[config.mk]
export PLATFORM = sky130hd
export DESIGN_NAME = cmpc_mac
export DESIGN_NICKNAME = d
export VERILOG_FILES = /design/src/rtl/core/cmpc_pkg.sv /design/src/rtl/core/cmpc_mac.sv
export SDC_FILE = /design/constraint.sdc
export NUM_CORES = 2
export LEC_CHECK = 0
export BUFFER_PORTS_ARGS = -buffer_cell sky130_fd_sc_hd__clkbuf_2
export CAP_MARGIN = 20
export CORE_MARGIN = 8
export CORE_UTILIZATION = 50
export CTS_CLUSTER_SIZE = 20
export DETAILED_ROUTE_END_ITERATION = 6
export PLACE_DENSITY_LB_ADDON = 0.15
export SLEW_MARGIN = 30
export SYNTH_ARGS = -nofsm -noshare
export SYNTH_HDL_FRONTEND = slang
export SYNTH_SLANG_ARGS = --single-unit
export TNS_END_PERCENT = 20
[constraint.sdc]
create_clock -name clk -period 16.2 [get_ports clk]
set_clock_uncertainty 0.15 [all_clocks]
set_input_delay 2.43 -clock clk [delete_from_list [all_inputs] [get_ports clk]]
set_output_delay 2.43 -clock clk [all_outputs]
set_load 0.01 [all_outputs]
[src/rtl/core/cmpc_pkg.sv]
`timescale 1ns / 1ps

package cmpc_pkg;

  localparam int MAX_DIM   = 8;
  localparam int ELEM_BITS = 16;
  localparam int NCELLS    = MAX_DIM * MAX_DIM;
  localparam int ADDR_W    = $clog2(NCELLS);
  localparam int CTR_W     = $clog2(MAX_DIM);
  localparam int DIM_W     = $clog2(MAX_DIM + 1);
  localparam int CNT_W     = $clog2(NCELLS + 1);
  localparam int WORD_W    = 2 * ELEM_BITS;
  localparam int OUT_W     = 40;
  localparam int PROD_W    = 2 * ELEM_BITS;
  localparam int TERM_W    = PROD_W + 1;
  localparam int ACC_W     = TERM_W + $clog2(2 * MAX_DIM);
  localparam int SAT_W     = (ACC_W > OUT_W) ? ACC_W : OUT_W;

  localparam logic signed [SAT_W-1:0] OUT_MAX =
    {{(SAT_W - OUT_W + 1){1'b0}}, {(OUT_W - 1){1'b1}}};
  localparam logic signed [SAT_W-1:0] OUT_MIN =
    {{(SAT_W - OUT_W + 1){1'b1}}, {(OUT_W - 1){1'b0}}};

  // configuration port
  localparam int SIZE_W     = 4;
  localparam int CFG_IDX_W  = 1;
  localparam int CFG_DATA_W = SIZE_W;
  localparam logic [SIZE_W-1:0]    SIZE_RST = SIZE_W'(8);
  localparam logic [CFG_IDX_W-1:0] REG_MODE = CFG_IDX_W'(0);
  localparam logic [CFG_IDX_W-1:0] REG_SIZE = CFG_IDX_W'(1);

  typedef struct packed {
    logic signed [ELEM_BITS-1:0] a_re;
    logic signed [ELEM_BITS-1:0] a_im;
    logic signed [ELEM_BITS-1:0] b_re;
    logic signed [ELEM_BITS-1:0] b_im;
    logic                        load_last;
  } cmpc_in_t;

  typedef struct packed {
    logic signed [OUT_W-1:0] c_re;
    logic signed [OUT_W-1:0] c_im;
    logic [ADDR_W-1:0]       out_index;
    logic                    out_last;
  } cmpc_out_t;

  // control that travels with each multiply-accumulate step
  typedef struct packed {
    logic              valid;
    logic              first;
    logic              last;
    logic              neg;
    logic              last_elem;
    logic [ADDR_W-1:0] idx;
  } cmpc_tag_t;

  function automatic logic signed [OUT_W-1:0] sat_out(input logic signed [ACC_W-1:0] v);
    logic signed [SAT_W-1:0] w;
    w = SAT_W'(v);
    if (w > OUT_MAX) begin
      w = OUT_MAX;
    end else if (w < OUT_MIN) begin
      w = OUT_MIN;
    end
    return w[OUT_W-1:0];
  endfunction

endpackage

[src/rtl/core/cmpc_mac.sv]
`timescale 1ns / 1ps

module cmpc_mac (
  input  logic                          clk,
  input  logic                          rst_n,
  input  logic                          adv,
  input  cmpc_pkg::cmpc_tag_t           tag_in,
  input  logic [cmpc_pkg::WORD_W-1:0]   a_word,
  input  logic [cmpc_pkg::WORD_W-1:0]   b_word,
  output logic                          res_valid,
  output cmpc_pkg::cmpc_out_t           res
);
  import cmpc_pkg::*;

  logic signed [ELEM_BITS-1:0] xr, xi, yr, yi;
  logic signed [PROD_W-1:0]    prr_r, pii_r, pri_r, pir_r;
  logic signed [TERM_W-1:0]    re_t, im_t;
  logic signed [TERM_W-1:0]    tre_r, tim_r;
  logic signed [ACC_W-1:0]     acc_re_r, acc_im_r, acc_re_nxt, acc_im_nxt;
  cmpc_tag_t                   t2_r, t3_r;

  // second pass of a commutator multiplies B by A
  always_comb begin
    if (tag_in.neg) begin
      xr = $signed(b_word[WORD_W-1:ELEM_BITS]);
      xi = $signed(b_word[ELEM_BITS-1:0]);
      yr = $signed(a_word[WORD_W-1:ELEM_BITS]);
      yi = $signed(a_word[ELEM_BITS-1:0]);
    end else begin
      xr = $signed(a_word[WORD_W-1:ELEM_BITS]);
      xi = $signed(a_word[ELEM_BITS-1:0]);
      yr = $signed(b_word[WORD_W-1:ELEM_BITS]);
      yi = $signed(b_word[ELEM_BITS-1:0]);
    end
  end

  always_comb begin
    re_t = TERM_W'(prr_r) - TERM_W'(pii_r);
    im_t = TERM_W'(pri_r) + TERM_W'(pir_r);
    if (t2_r.neg) begin
      re_t = -re_t;
      im_t = -im_t;
    end
  end

  always_comb begin
    acc_re_nxt = t3_r.first ? ACC_W'(tre_r) : acc_re_r + ACC_W'(tre_r);
    acc_im_nxt = t3_r.first ? ACC_W'(tim_r) : acc_im_r + ACC_W'(tim_r);
  end

  always_ff @(posedge clk) begin
    if (!rst_n) begin
      t2_r <= '0;
      t3_r <= '0;
    end else if (adv) begin
      t2_r <= tag_in;
      t3_r <= t2_r;
    end
  end

  always_ff @(posedge clk) begin
    if (adv) begin
      prr_r <= xr * yr;
      pii_r <= xi * yi;
      pri_r <= xr * yi;
      pir_r <= xi * yr;
      tre_r <= re_t;
      tim_r <= im_t;
      if (t3_r.valid) begin
        acc_re_r <= acc_re_nxt;
        acc_im_r <= acc_im_nxt;
      end
    end
  end

  assign res_valid     = t3_r.valid && t3_r.last;
  assign res.c_re      = sat_out(acc_re_nxt);
  assign res.c_im      = sat_out(acc_im_nxt);
  assign res.out_index = t3_r.idx;
  assign res.out_last  = t3_r.last_elem;

endmodule
# After elaboration in Yosys (flattened, before gate mapping)
# Cells that the tools add are included.
[word_totals]
register_bits = 289
inputBits = 78
output_inout_bits = 88
wordCells = 47
[op_classes]
add_sub_neg = 6
mul = 4
order_cmp = 4
n_mux = 12
n_reduce_logical = 2
[ops]
columns = ["cell", "count"]
rows = [
  ["$mux W40", 4],
  ["$mul A16 B16 Y32", 4],
  ["$gt A37 B40 Y1 const B", 2],
  ["$lt A37 B40 Y1 const B", 2],
  ["$add A37 B33 Y37", 2],
  ["$mux W37", 2],
  ["$mux W33", 2],
  ["$neg A33 Y33", 2],
  ["$mux W16", 4],
  ["$add A32 B32 Y33", 1],
  ["$sub A32 B32 Y33", 1],
  ["$reduce_and A2 Y1", 1],
  ["$logic_and A1 B1 Y1", 1],
]

# Logic depth before layout (Yosys ltp)
[depth]
word_depth = 5
depth_mapped = 30

# Least setup slack after synthesis
# No wires, ideal clock.
[synth_path]
path_kind = "input -> register"
from = "input port tag_in[7] (netlist bit)"
to = "register prr_r[30] (data pin)"
setup_time_ns = 0.265
arrival_time_ns = 9.704
required_time_ns = 15.785
setup_slack_ns = 6.082
cell_stages = 26
path_buffers = 4
cell_sequence = "clkbuf_1 clkbuf_1 buf_1 mux2i_1 clkbuf_1 nor2_1 fa_1 inv_1 fa_1 fa_1 fa_1 inv_1 fa_1 fa_1 ha_1 a21o_1 a21oi_1 o21bai_1 a31oi_1 o31ai_1 a41oi_1 a21o_1 nor2_1 a2111oi_0 a22oi_1 xor2_1"
[synth_via]
elab_chain_len = 2
[synth_lines]
columns = ["item", "line_no", "text"]
rows = [
  ["from (decl)", "cmpc_mac.sv:7", "input cmpc_pkg::cmpc_tag_t tag_in,"],
  ["$mux W16", "cmpc_mac.sv:24", "if (tag_in.neg) begin"],
  ["$mul A16 B16 Y32 (*)", "cmpc_mac.sv:63", "prr_r <= xr * yr;"],
  ["to (signal assigned)", "cmpc_mac.sv:63", ""],
  ["to (decl)", "cmpc_mac.sv:16", "logic signed [PROD_W-1:0] prr_r, pii_r, pri_r, pir_r;"],
]
# Every way passes the cells marked *; elsewhere a longest branch is shown, timed or not.
# A chain may end at the register's enable or synchronous reset.

# Worst setup path in the final report
# Same ends and word-level chain as after synthesis.

==> results.json <==
{
  "cp.required_ns": 16.40,
  "drc": 0,
  "die_y_um": 353,
  "port_buffers": 165,
  "syn_to_final_growth_pct": 7.28,
  "synth_area_leaders": "fa_1, edfxtp_1, ha_1",
  "via_per_inst": 5.53,
  "ys_async_sr_fraction_pct": 0,
  "grt_pass1_vias": 43500,
  "clock-sinks": 289,
  "cts_tree": "yes",
  "drtAntennaViolNets": 0,
  "clock-root-buffer": "clkbuf_16",
  "clock_latency_ns": 0.61,
  "max_slew_margin_pct": 32.7,
  "first_iter_violations": 3641,
  "drt-total-wl_mm": 159,
  "worst_pin_slew_ns": 0.989,
  "arrival_ns": 11.19,
  "dieArea_um2": 125000,
  "path_clk_slew_ns": 0.06,
  "worstHoldPathCells": 2,
  "die_w_um": 353,
  "nets": 7777,
  "hold_class": "flop to flop",
  "criticalPathCategory": "input port to flop",
  "synth_top_area_share_pct": 37.0,
  "dpl_cell_area_um2": 59700,
  "yosysSeqAreaShare_pct": 14.9,
  "yosys-top-cells-count": "inv_1, fa_1, nor2_1",
  "grt_overflow_total": 0,
  "gp_congestion": 0.976,
  "nFillCells": 10400,
  "drive_gt1_share_pct": 7.25,
  "start_kind": "input port",
  "reg2reg_from": "prr_r[0]$_DFFE_PP_",
  "synth-main-ff-cell": "edfxtp_1",
  "vias": 42700,
  "postCtsHoldBufs": 0,
  "hp-start": "t3_r[8]$_SDFFE_PN0P_",
  "ys_warn_count": 0,
  "post-synth-top-count-cell": "inv_1",
  "syn_inst": 6102,
  "post_cts_resized": 0,
  "status": "finished, final reports clean",
  "io_pins": 166,
  "syn_area_um2": 56900,
  "core_um2": 114000,
  "first_pass_iters": 6,
  "cts_buffers": 39,
  "final_hold_viol_count": 0,
  "grt_usage_pct": 25.6,
  "reg2reg_setup_slack_ns": 11.01,
  "grt_pass1_wl_mm": 250,
  "antenna_found_initial": 5,
  "htree_levels": 2,
  "cap_violations": 0,
  "rows": 124,
  "finalSetupTns_ns": 0,
  "reg2reg_to": "tre_r[32]$_DFFE_PP_",
  "fmax_mhz": 91.0,
  "clock_path_buffers": 3,
  "slew_viol_final": 0,
  "ys_types": 80,
  "ys_ff_latch": 289,
  "fin_crit_ns": 10.99,
  "place_ws_ns": 4.77,
  "setup.worst_path.end_class": "flop",
  "grt_max_degree": 140,
  "finalInstanceArea_um2": 61100,
  "grt_setup_unrepaired": "no",
  "synth_top_area_cell": "fa_1",
  "period_share_pct": 67.8,
  "synth_area_per_cell_um2": 9.33,
  "post_cts_buffers": 0,
  "cp_max_fo": 73,
  "dp_hpwl_mm": 129,
  "rr_worst_depth": 15,
  "wl_per_cell_um": 20.5,
  "hold_end": "t3_r[8]$_SDFFE_PN0P_",
  "setup_violations": 0,
  "synth-edff-count": 268,
  "syn_nets": 7698,
  "start_util_pct": 50.1,
  "fin_ws_ns": 5.21
}
[kinds of logic after synthesis]
logic type	Yosys count	share of synthesized area [%]
xor gates and xnor gates	317	4.88
adders and majority gates	1518	47.2
and+or+nand+nor	1633	12.0
muxes	159	2.95
DFF	289	14.9
buffers and inverters	1441	9.65
AOI/OAI and AO/OA	745	8.40
[critical path: stages]
cell,delay (ns)
buf_6,0.63
buf_4,0.84
mux2i_4,0.89
nor2_1,0.16
fa_1,0.54
inv_1,0.05
fa_1,0.46
fa_1,0.51
fa_1,0.54
inv_1,0.05
fa_1,0.50
fa_1,0.42
ha_1,0.36
a21o_1,0.18
a21oi_1,0.15
o21bai_1,0.10
a31oi_1,0.35
o31ai_1,0.23
a41oi_1,0.38
a21o_1,0.18
nor2_1,0.05
a2111oi_0,0.62
a22oi_1,0.21
xor2_1,0.18
[worst max-delay path by stage]
stage,start,end,slack [ns],depth (start not counted)
after floorplan,tag_in[7],prr_r[30]$_DFFE_PP_,6.08,26
after global placement,tag_in[7],prr_r[30]$_DFFE_PP_,4.97,24
after detailed placement,tag_in[7],prr_r[30]$_DFFE_PP_,4.77,24
after CTS,tag_in[7],prr_r[30]$_DFFE_PP_,5.40,24
after global routing,tag_in[7],prr_r[30]$_DFFE_PP_,4.80,25
final,tag_in[7],prr_r[30]$_DFFE_PP_,5.21,24
[final cells by class]
class	instances	area (um2)	share of cell area (%)
diodes	4	10.0	0.0164
clock buffers	43	1000	1.64
clock inverters	28	379	0.621
inverters	1231	4620	7.56
multi-input cells	4372	43200	70.8
flip-flops and latches	289	8470	13.9
well taps	1512	1890	3.10
repair buffers	248	1480	2.42
[metal layers]
metal	vias up	routed length (um)	share of wire [%]	global-route usage [%]
li1	19300	-	-	-
met1	21400	66800	42	35.7
met2	1744	70000	44	39.2
met3	263	15500	9.8	6.23
met4	6	6210	3.9	8.34
met5	-	39	0.025	0
[stage by stage]
| step | hold slack (ns) | cells | utilization, % |
|---|---|---|---|
| after floorplan | 0.324 | 6102 | - |
| after global placement | 0.342 | 7652 | 52.4 |
| after detailed placement | 0.356 | 7652 | 52.5 |
| after CTS | 0.368 | 7723 | 53.7 |
| after global routing | 0.388 | 7723 | 53.7 |
| final | 0.365 | 7727 | 53.7 |
[layout by cell type (no fill, tap or decap), types with 82 or more instances in the layout]
| master | n |
|---|---|
| a21o_1 | 102 |
| a21oi_1 | 191 |
| buf_4 | 82 |
| clkbuf_2 | 163 |
| edfxtp_1 | 268 |
| fa_1 | 1052 |
| ha_1 | 466 |
| inv_1 | 1231 |
| nand2_1 | 659 |
| nor2_1 | 667 |
| o21ai_0 | 188 |
| xnor2_1 | 224 |
| xor2_1 | 93 |
[registers in the layout, indices dropped and copies added (netlist names)]
| name | count |
|---|---|
| t2_r | 11 |
| pii_r | 32 |
| acc_im_r | 37 |
| pri_r | 32 |
| prr_r | 32 |
| pir_r | 32 |
| t3_r | 3 |
| acc_re_r | 37 |
| tre_r | 33 |
| tim_r | 33 |
| res | 7 |
Power is not shown: default switching activity piles up to over one toggle a cycle in this logic, so the estimate is an artifact.
